===== config.mk =====
export PLATFORM = sky130hd
export DESIGN_NAME = ignition_timing_controller_core
export DESIGN_NICKNAME = d
export VERILOG_FILES = /design/src/rtl/itc_pkg.sv /design/src/rtl/ignition_timing_controller_core.sv
export SDC_FILE = /design/constraint.sdc
export NUM_CORES = 1
export LEC_CHECK = 0
export BUFFER_PORTS_ARGS = -buffer_cell sky130_fd_sc_hd__buf_2
export CAP_MARGIN = 10
export CELL_PAD_IN_SITES_DETAIL_PLACEMENT = 1
export CELL_PAD_IN_SITES_GLOBAL_PLACEMENT = 2
export CORE_ASPECT_RATIO = 1.2
export CORE_UTILIZATION = 25
export CTS_CLUSTER_DIAMETER = 50
export DETAILED_ROUTE_END_ITERATION = 10
export GPL_TIMING_DRIVEN = 0
export PLACE_DENSITY = 0.54
export SLEW_MARGIN = 30
export SYNTH_ARGS = -nofsm -noshare
export SYNTH_HDL_FRONTEND = slang
export SYNTH_SLANG_ARGS = --single-unit

===== constraint.sdc =====
create_clock -name clock -period 4.6 [get_ports clock]
set_clock_uncertainty 0.2 [all_clocks]
set_input_delay 0.23 -clock clock [delete_from_list [all_inputs] [get_ports clock]]
set_output_delay 0.23 -clock clock [all_outputs]
set_load 0.02 [all_outputs]

===== src/rtl/itc_pkg.sv =====
// Shared types and constants for the ignition timing controller.
// Holds the state and opcode enums, register indexes, band table and result layout.
// No dependencies; every other file refers to it by scoped names.
package itc_pkg;

   // Width of the quotients from the bit-serial divider, and its step count.
   localparam int QUOT_W    = 21;
   localparam int DIV_STEPS = 21;
   localparam int STEP_W    = $clog2(DIV_STEPS);

   typedef enum logic [1:0] {
      ST_IDLE,
      ST_DIVIDE,
      ST_SETTLE
   } state_type;

   typedef enum logic [1:0] {
      OP_TICK    = 2'd0,
      OP_ENCODER = 2'd1,
      OP_INDEX   = 2'd2
   } opcode_type;

   typedef enum logic [1:0] {
      CSR_INJ_HIGH   = 2'd0,
      CSR_INJ_LOW    = 2'd1,
      CSR_DWELL_BASE = 2'd2
   } csr_index_type;

   // Speed is 11250000 / period rounded down to tens, which equals
   // 10 * (1125000 / period), so the divider works on the smaller dividend.
   localparam logic [QUOT_W-1:0] RPM_DIVIDEND  = 21'd1125000;
   localparam logic [QUOT_W-1:0] LEAD_DIVIDEND = 21'd337500;
   localparam logic [QUOT_W-1:0] RPM_Q_MAX     = 21'd6553;
   localparam logic [15:0]       RPM_SAT       = 16'hFFFF;

   localparam logic [9:0] ANGLE_MAX = 10'd719;

   localparam logic [15:0] BAND_LOW_0 = 16'd250;
   localparam logic [15:0] BAND_LOW_1 = 16'd2250;
   localparam logic [15:0] BAND_LOW_2 = 16'd2750;
   localparam logic [15:0] BAND_LOW_3 = 16'd3250;
   localparam logic [15:0] BAND_LOW_4 = 16'd4000;
   localparam logic [15:0] BAND_TOP   = 16'd5750;

   localparam logic [9:0] SPARK_BAND_0 = 10'd711;
   localparam logic [9:0] SPARK_BAND_1 = 10'd710;
   localparam logic [9:0] SPARK_BAND_2 = 10'd709;
   localparam logic [9:0] SPARK_BAND_3 = 10'd706;
   localparam logic [9:0] SPARK_BAND_4 = 10'd705;
   localparam logic [9:0] SPARK_MIN    = 10'd705;
   localparam logic [9:0] SPARK_MAX    = 10'd711;

   localparam logic [15:0] DWELL_RESET      = 16'd615;
   localparam logic [9:0]  SPARK_RESET      = 10'd705;
   localparam logic [15:0] INJ_HIGH_RESET   = 16'd670;
   localparam logic [15:0] INJ_LOW_RESET    = 16'd180;
   localparam logic [15:0] DWELL_BASE_RESET = 16'd704;

   // Result beat, last field in the lowest bits.
   typedef struct packed {
      logic [2:0]  pad;
      logic [9:0]  spark_angle;
      logic [15:0] spark_count;
      logic        engine_stopped;
      logic [15:0] engine_rpm;
      logic [15:0] crank_angle;
      logic        injector_on;
      logic        coil_on;
   } rsp_type;

endpackage


===== src/rtl/ignition_timing_controller_core.sv =====
// Ignition timing controller: event handling, bit-serial speed divider and result register.
// Depends on itc_pkg for types, constants and the result beat layout.
//
// Usage:
//   req channel: one beat per event. tuser carries the opcode (period tick,
//   encoder pulse, index pulse); tdata bit 0 carries engine_enable.
//   rsp channel: one beat per accepted event with coil, injector, crank angle,
//   speed, stopped flag, charge count and spark angle.
//   csr channel: writes injector window and dwell base registers; always ready.
//   The user writes it only while no event is in flight; the block does not enforce this.
// Event flow:
//   Each event passes through ST_SETTLE, which registers the result once the
//   output register is free, and the block accepts the next event only after
//   it returns to ST_IDLE, so it does not take a new event before it is through
//   with the last one. An index pulse that closes a period first passes through
//   ST_DIVIDE, a restoring divider that resolves one quotient bit per cycle.
//   The divider sets the worst case.
// Reset puts the engine in the stopped state with register defaults; no
//   result is pending afterwards.
// Stall: a result waits in the output register while rsp_tready is low; the
//   next event is still accepted, and its result is held back until the
//   register frees.
module ignition_timing_controller_core #(
   parameter int COUNTER_WIDTH = 16
) (
   input  logic        clock,
   input  logic        reset,
   input  logic        req_tvalid,
   output logic        req_tready,
   input  logic [7:0]  req_tdata,   // [0] engine_enable, [7:1] zero
   input  logic [1:0]  req_tuser,   // [1:0] opcode
   output logic        rsp_tvalid,
   input  logic        rsp_tready,
   output logic [63:0] rsp_tdata,   // [0] coil_on, [1] injector_on, [17:2] crank_angle,
                                    // [33:18] engine_rpm, [34] engine_stopped,
                                    // [50:35] spark_count, [60:51] spark_angle, [63:61] zero
   input  logic        csr_valid,
   output logic        csr_ready,
   input  logic [1:0]  csr_index,
   input  logic [15:0] csr_data
);

   localparam int W  = COUNTER_WIDTH;
   localparam int QW = itc_pkg::QUOT_W;

   itc_pkg::state_type  state_ff, state_in;
   itc_pkg::opcode_type req_op;
   itc_pkg::rsp_type    rsp_data_ff, rsp_data_in;

   logic [W-1:0]  timer_ff, timer_in;
   logic          running_ff, running_in;
   logic [W-1:0]  period_ff, period_in;
   logic          stopped_ff, stopped_in;
   logic [9:0]    angle_ff, angle_in;
   logic [15:0]   dwell_cmp_ff, dwell_cmp_in;
   logic [15:0]   dwell_next_ff, dwell_next_in;
   logic [9:0]    spark_ff, spark_in;
   logic          coil_ff, coil_in;
   logic [15:0]   charge_ff, charge_in;
   logic [15:0]   inj_high_ff, inj_high_in;
   logic [15:0]   inj_low_ff, inj_low_in;
   logic [15:0]   dwell_base_ff, dwell_base_in;
   logic          rsp_valid_ff, rsp_valid_in;
   logic [itc_pkg::STEP_W-1:0] step_ff, step_in;

   // Divider datapath: dividend shift registers, partial remainders and quotients.
   logic [QW-1:0] num_rpm_ff, num_rpm_in, num_lead_ff, num_lead_in;
   logic [QW-1:0] q_rpm_ff, q_rpm_in, q_lead_ff, q_lead_in;
   logic [W-1:0]  rem_rpm_ff, rem_rpm_in, rem_lead_ff, rem_lead_in;
   logic [W:0]    trial_rpm, trial_lead, diff_rpm, diff_lead;
   logic          ge_rpm, ge_lead;

   logic          req_fire, slot_free, closes_period;
   logic          enable_bit;
   logic [9:0]    angle_next;
   logic [15:0]   rpm_calc, rpm_now, dwell_target;
   logic          band_hit;
   logic [9:0]    band_spark;

   assign req_op     = itc_pkg::opcode_type'(req_tuser);
   assign enable_bit = req_tdata[0];
   assign req_fire   = req_tvalid && req_tready;
   assign slot_free  = !rsp_valid_ff || rsp_tready;
   assign closes_period = (req_op == itc_pkg::OP_INDEX) && running_ff;
   assign angle_next = angle_ff + 10'd1;

   assign csr_ready  = 1'b1;
   assign rsp_tvalid = rsp_valid_ff;
   assign rsp_tdata  = rsp_data_ff;

   // One restoring step per cycle on each dividend.
   always_comb begin
      trial_rpm  = {rem_rpm_ff, num_rpm_ff[QW-1]};
      trial_lead = {rem_lead_ff, num_lead_ff[QW-1]};
      diff_rpm   = trial_rpm - {1'b0, period_ff};
      diff_lead  = trial_lead - {1'b0, period_ff};
      ge_rpm     = trial_rpm >= {1'b0, period_ff};
      ge_lead    = trial_lead >= {1'b0, period_ff};
   end

   // Speed and dwell start from the stored quotients. A zero period gives
   // all-ones quotients, which saturate the speed and floor the dwell at zero.
   always_comb begin
      if (q_rpm_ff > itc_pkg::RPM_Q_MAX) begin
         rpm_calc = itc_pkg::RPM_SAT;
      end else begin
         rpm_calc = {q_rpm_ff[12:0], 3'b000} + {2'b00, q_rpm_ff[12:0], 1'b0};
      end
      rpm_now = stopped_ff ? 16'd0 : rpm_calc;

      if (stopped_ff) begin
         dwell_target = dwell_base_ff;
      end else if (q_lead_ff >= {{(QW-16){1'b0}}, dwell_base_ff}) begin
         dwell_target = 16'd0;
      end else begin
         dwell_target = dwell_base_ff - q_lead_ff[15:0];
      end

      band_hit   = 1'b1;
      band_spark = spark_ff;
      if (rpm_now >= itc_pkg::BAND_LOW_0 && rpm_now < itc_pkg::BAND_LOW_1) begin
         band_spark = itc_pkg::SPARK_BAND_0;
      end else if (rpm_now >= itc_pkg::BAND_LOW_1 && rpm_now < itc_pkg::BAND_LOW_2) begin
         band_spark = itc_pkg::SPARK_BAND_1;
      end else if (rpm_now >= itc_pkg::BAND_LOW_2 && rpm_now < itc_pkg::BAND_LOW_3) begin
         band_spark = itc_pkg::SPARK_BAND_2;
      end else if (rpm_now >= itc_pkg::BAND_LOW_3 && rpm_now < itc_pkg::BAND_LOW_4) begin
         band_spark = itc_pkg::SPARK_BAND_3;
      end else if (rpm_now >= itc_pkg::BAND_LOW_4 && rpm_now < itc_pkg::BAND_TOP) begin
         band_spark = itc_pkg::SPARK_BAND_4;
      end else begin
         band_hit = 1'b0;
      end
   end

   // Next state.
   always_comb begin
      state_in = state_ff;
      unique case (state_ff)
         itc_pkg::ST_IDLE: begin
            if (req_fire) begin
               state_in = closes_period ? itc_pkg::ST_DIVIDE : itc_pkg::ST_SETTLE;
            end
         end
         itc_pkg::ST_DIVIDE: begin
            if (step_ff == '0) begin
               state_in = itc_pkg::ST_SETTLE;
            end
         end
         itc_pkg::ST_SETTLE: begin
            if (slot_free) begin
               state_in = itc_pkg::ST_IDLE;
            end
         end
         default: state_in = itc_pkg::ST_IDLE;
      endcase
   end

   // Outputs and datapath updates.
   always_comb begin
      req_tready    = (state_ff == itc_pkg::ST_IDLE);
      timer_in      = timer_ff;
      running_in    = running_ff;
      period_in     = period_ff;
      stopped_in    = stopped_ff;
      angle_in      = angle_ff;
      dwell_cmp_in  = dwell_cmp_ff;
      dwell_next_in = dwell_next_ff;
      spark_in      = spark_ff;
      coil_in       = coil_ff;
      charge_in     = charge_ff;
      step_in       = step_ff;
      num_rpm_in    = num_rpm_ff;
      num_lead_in   = num_lead_ff;
      rem_rpm_in    = rem_rpm_ff;
      rem_lead_in   = rem_lead_ff;
      q_rpm_in      = q_rpm_ff;
      q_lead_in     = q_lead_ff;
      rsp_data_in   = rsp_data_ff;
      rsp_valid_in  = rsp_valid_ff && !rsp_tready;

      inj_high_in   = inj_high_ff;
      inj_low_in    = inj_low_ff;
      dwell_base_in = dwell_base_ff;
      if (csr_valid) begin
         unique case (itc_pkg::csr_index_type'(csr_index))
            itc_pkg::CSR_INJ_HIGH:   inj_high_in   = csr_data;
            itc_pkg::CSR_INJ_LOW:    inj_low_in    = csr_data;
            itc_pkg::CSR_DWELL_BASE: dwell_base_in = csr_data;
            default: ;
         endcase
      end

      unique case (state_ff)
         itc_pkg::ST_IDLE: begin
            if (req_fire) begin
               case (req_op)
                  itc_pkg::OP_TICK: begin
                     if (running_ff) begin
                        timer_in = timer_ff + {{(W-1){1'b0}}, 1'b1};
                        if (timer_in == '0) begin
                           running_in = 1'b0;
                           stopped_in = 1'b1;
                        end
                     end
                  end
                  itc_pkg::OP_ENCODER: begin
                     if (angle_ff < itc_pkg::ANGLE_MAX) begin
                        angle_in = angle_next;
                        if ({6'b0, angle_next} == dwell_cmp_ff && enable_bit && band_hit
                            && !stopped_ff) begin
                           coil_in   = 1'b1;
                           charge_in = charge_ff + 16'd1;
                        end
                        if (angle_next == spark_ff) begin
                           dwell_cmp_in = dwell_next_ff;
                           coil_in      = 1'b0;
                        end
                     end
                  end
                  itc_pkg::OP_INDEX: begin
                     angle_in = '0;
                     timer_in = '0;
                     if (!running_ff) begin
                        running_in = 1'b1;
                     end else begin
                        period_in   = timer_ff;
                        stopped_in  = 1'b0;
                        step_in     = itc_pkg::STEP_W'(itc_pkg::DIV_STEPS - 1);
                        num_rpm_in  = itc_pkg::RPM_DIVIDEND;
                        num_lead_in = itc_pkg::LEAD_DIVIDEND;
                        rem_rpm_in  = '0;
                        rem_lead_in = '0;
                     end
                  end
                  default: ;
               endcase
            end
         end
         itc_pkg::ST_DIVIDE: begin
            step_in     = step_ff - {{(itc_pkg::STEP_W-1){1'b0}}, 1'b1};
            num_rpm_in  = {num_rpm_ff[QW-2:0], 1'b0};
            num_lead_in = {num_lead_ff[QW-2:0], 1'b0};
            rem_rpm_in  = ge_rpm ? diff_rpm[W-1:0] : trial_rpm[W-1:0];
            rem_lead_in = ge_lead ? diff_lead[W-1:0] : trial_lead[W-1:0];
            q_rpm_in    = {q_rpm_ff[QW-2:0], ge_rpm};
            q_lead_in   = {q_lead_ff[QW-2:0], ge_lead};
         end
         itc_pkg::ST_SETTLE: begin
            if (slot_free) begin
               coil_in       = coil_ff && !stopped_ff && band_hit;
               spark_in      = band_spark;
               dwell_next_in = dwell_target;
               rsp_valid_in  = 1'b1;
               rsp_data_in.pad            = '0;
               rsp_data_in.coil_on        = coil_in;
               rsp_data_in.injector_on    = ({6'b0, angle_ff} > inj_high_ff)
                                            || ({6'b0, angle_ff} < inj_low_ff);
               rsp_data_in.crank_angle    = {6'b0, angle_ff};
               rsp_data_in.engine_rpm     = rpm_now;
               rsp_data_in.engine_stopped = stopped_ff;
               rsp_data_in.spark_count    = charge_ff;
               rsp_data_in.spark_angle    = band_spark;
            end
         end
         default: ;
      endcase
   end

   always_ff @(posedge clock) begin
      if (reset) begin
         state_ff      <= itc_pkg::ST_IDLE;
         timer_ff      <= '0;
         running_ff    <= 1'b0;
         period_ff     <= '0;
         stopped_ff    <= 1'b1;
         angle_ff      <= '0;
         dwell_cmp_ff  <= itc_pkg::DWELL_RESET;
         dwell_next_ff <= itc_pkg::DWELL_RESET;
         spark_ff      <= itc_pkg::SPARK_RESET;
         coil_ff       <= 1'b0;
         charge_ff     <= '0;
         inj_high_ff   <= itc_pkg::INJ_HIGH_RESET;
         inj_low_ff    <= itc_pkg::INJ_LOW_RESET;
         dwell_base_ff <= itc_pkg::DWELL_BASE_RESET;
         step_ff       <= '0;
         rsp_valid_ff  <= 1'b0;
      end else begin
         state_ff      <= state_in;
         timer_ff      <= timer_in;
         running_ff    <= running_in;
         period_ff     <= period_in;
         stopped_ff    <= stopped_in;
         angle_ff      <= angle_in;
         dwell_cmp_ff  <= dwell_cmp_in;
         dwell_next_ff <= dwell_next_in;
         spark_ff      <= spark_in;
         coil_ff       <= coil_in;
         charge_ff     <= charge_in;
         inj_high_ff   <= inj_high_in;
         inj_low_ff    <= inj_low_in;
         dwell_base_ff <= dwell_base_in;
         step_ff       <= step_in;
         rsp_valid_ff  <= rsp_valid_in;
      end
   end

   always_ff @(posedge clock) begin
      num_rpm_ff  <= num_rpm_in;
      num_lead_ff <= num_lead_in;
      rem_rpm_ff  <= rem_rpm_in;
      rem_lead_ff <= rem_lead_in;
      q_rpm_ff    <= q_rpm_in;
      q_lead_ff   <= q_lead_in;
      rsp_data_ff <= rsp_data_in;
   end

endmodule


==> results.cfg <==
[status]
status = completed

[timing]
rsz0062_at_grt = no
min_period_ns = 4.31
finalSetupViolations = 0
setup_tns_ns = 0
fmax_mhz = 232
finalWorstSetupSlack_ns = 0.288
period_share_pct = 93.7
max_slew_margin_pct = 42.9
max_slew.worst_pin.slew_ns = 0.847
drv_slew = 0
whs_ns = 0.215
hold_viol = 0

[floorplanning]
die_area_um2 = 69200
start_util_pct = 25.3
row_count = 104
die_h_um = 288
die_w_um = 240
io_pins = 100
coreArea_um2 = 67300

[grt]
use_met2_pct = 28.8
grt_util_met3_pct = 2.45
grt_pass1_vias = 14300
grt_pass1_wl_mm = 84.7
grt_max_degree = 41
met1_usage_pct = 19.5
antenna_found_initial = 1
grt_overflow = 0
top_usage_layer = met2
track_usage_pct = 16.0

[route]
drc_errors = 0
wl_mm = 54.5
drt_iter0_drc = 432
routedWlPerCell_um = 18.8
detail-route-antenna-nets = 0
dr.pass1.iters = 5
vias_per_cell = 4.67
vias = 13500

[synthesis]
ys_ff_latch = 324
syn_avg_cell_area_um2 = 9.56
synthArstFlopShare_pct = 0
yosysSeqAreaShare_pct = 47.8
syn-cell-area_um2 = 17000
synth_edf_count = 165
synth_largest_area_cell = edfxtp_1
yosys_most_used_dff = edfxtp_1
synth_cell_type_count = 90
synthDominantCellAreaShare_pct = 29.1
synth_common_cells = nand2_1 (211), edfxtp_1 (165), dfxtp_1 (159)
yosys-top-cells-area = edfxtp_1 (29%), dfxtp_1 (19%), ha_1 (7.2%)
synth_most_common_cell = nand2_1
synth_cells = 1782
synth_warnings = 0

[clock_network]
path_clk_slew_ns = 0.06
numCtsBuffers = 52
ctsHtreeMaxLevel = 2
cts_tree = done
clock-sinks = 324
clock_latency_ns = 0.61
clock_path_buffers = 3
cts-root-buf = clkbuf_16

[setup_path]
cp-end-kind = flip-flop
path_buf_inv = 1
slowest_stage = edfxtp_1
cp-start-kind = flip-flop
crit_family = compound AO/OA/AOI/OAI gates
cp_data_required_time_ns = 4.92
path_cells = ha_1 -> fa_1 -> a21o_1 -> a221oi_2 -> o211ai_2 -> a21oi_2 -> and2_1 -> a22oi_2 -> nor4_4 -> buf_4 -> nand4_2 -> or4_1 -> a21oi_1
critPathKind = flip-flop to flip-flop
worstPathMaxFanout = 7
worstPathArrival_ns = 4.63
rrSetupSlack_ns = 0.29
cp_slowest_stage_delay_ns = 0.51

[run]
drv_cap = 0

[pwr]
ir_drop_v = 0.000275
p_leak_nw = 7.73
p_sw_mw = 1.90
intPower_mw = 5.44
clkPwrFrac_pct = 53.0
switching_share_pct = 25.9
p_comb_share_pct = 4.8
p_seq_share_pct = 42.2
powerDensity_nw_per_um2 = 355
power_mw = 7.34

[place]
gp_congestion = 0.785
dp_hpwl_mm = 40.8
io_buffer_count = 81
place_area_um2 = 18700
dp.cells = 2775
dp_slack_ns = 0.136

[layout]
num_antenna_cells = 0
fin_util_pct = 30.7
num-nets-final = 2089
final_cells = 2899
area_delta_synth_final_pct = 21.4
design_area_um2 = 20700
drive_above_1_share_pct = 12.5

[hold_path]
hold_class = input port to flip-flop
==> worst min-delay path, stage by stage <==
cell,delay [ns]
clkbuf_1,0.43
or3_1,0.19
o31a_1,0.11
==> routing by layer <==
layer	wire length, um	part of all wire (%)	vias to the layer above
met5	13	0.024	-
met4	1160	2.1	2
met3	1620	3.0	71
met2	27500	50	159
met1	24200	44	6611
li1	-	-	6689
==> what timing repair did <==
action	CTS	global route
endpoints found under the hold margin	54	0
endpoints found under the setup margin	0	20
gates resized for setup	0	2
buffers inserted	0	1
hold buffers	26	0
==> worst paths after layout <==
check,from,endpoint,cells after the start
min reg2reg,q_rpm_ff[18]$_DFFE_PP_,q_rpm_ff[19]$_DFFE_PP_,0
max,q_rpm_ff[0]$_DFFE_PP_,charge_ff[15]$_SDFFE_PP0P_,13
min,reset,spark_ff[0]$_SDFFE_PP1P_,3
max reg2reg,q_rpm_ff[0]$_DFFE_PP_,charge_ff[15]$_SDFFE_PP0P_,13
==> final cells by class <==
class	instances	area [um^2]
well taps	901	1130
fillers	7745	46600
flip-flops and latches	324	8140
inverters	115	434
clock inverters	39	360
multi-input cells	1272	8150
clock buffers	59	1360
repair buffers	111	733
plain buffers	78	383
==> cell families after synthesis <==
family	share of synthesized area [%]
multiplexers	0.888
AND/OR/NAND/NOR	18.8
AO/OA/AOI/OAI	16.1
flip-flops	47.8
XOR/XNOR	3.99
adder cells (fa/ha/maj)	7.67
buffers and inverters	4.76
other	0.0441
==> flip-flops by register name, indices dropped and copies added (netlist names), 17 cells and up <==
register / count
num_lead_ff: 19
num_rpm_ff: 17
q_lead_ff: 21
q_rpm_ff: 21
rsp_tdata: 55
==> power groups by stage <==
stage | Sequential (mW) | Clock [mW] | Combinational (mW)
floorplan | 3.17 | 0 | 0.193
global route | 3.10 | 4.14 | 0.392
global placement | 3.16 | 0 | 0.336
CTS | 3.10 | 4.02 | 0.361
finish | 3.10 | 3.89 | 0.351
detailed placement | 3.16 | 0 | 0.343
==> cell usage in the layout, fill, tap and decap left out, types with 10 or more instances in the layout <==
| cell type | netlist | layout |
|---|---|---|
| inv_6 | 0 | 15 |
| o21bai_1 | 15 | 15 |
| nand2b_1 | 35 | 35 |
| dfxtp_1 | 159 | 159 |
| nor3_1 | 41 | 41 |
| dlygate4sd3_1 | 0 | 26 |
| ha_1 | 98 | 98 |
| nand2_1 | 211 | 211 |
| inv_1 | 115 | 114 |
| buf_2 | 5 | 86 |
| nor4_1 | 20 | 19 |
| a21oi_1 | 158 | 158 |
| or3_1 | 23 | 23 |
| nor2b_1 | 29 | 29 |
| mux2i_1 | 14 | 13 |
| and2_1 | 35 | 35 |
| buf_4 | 12 | 13 |
| clkbuf_16 | 0 | 52 |
| nand4_1 | 12 | 12 |
| o21ai_0 | 48 | 48 |
| nand3_1 | 43 | 43 |
| xnor2_1 | 38 | 38 |
| nor2_1 | 151 | 151 |
| conb_1 | 2 | 10 |
| edfxtp_1 | 165 | 165 |
| o211ai_1 | 10 | 10 |
| xor2_1 | 36 | 36 |
| clkbuf_1 | 55 | 56 |
| o21a_1 | 16 | 16 |
| and3_1 | 11 | 11 |
| a211o_1 | 21 | 21 |
| a21o_1 | 23 | 23 |
| o31ai_1 | 11 | 10 |
| a211oi_1 | 14 | 14 |
| a221oi_1 | 19 | 19 |
No activity file was read; power rests on OpenSTA's default activity.
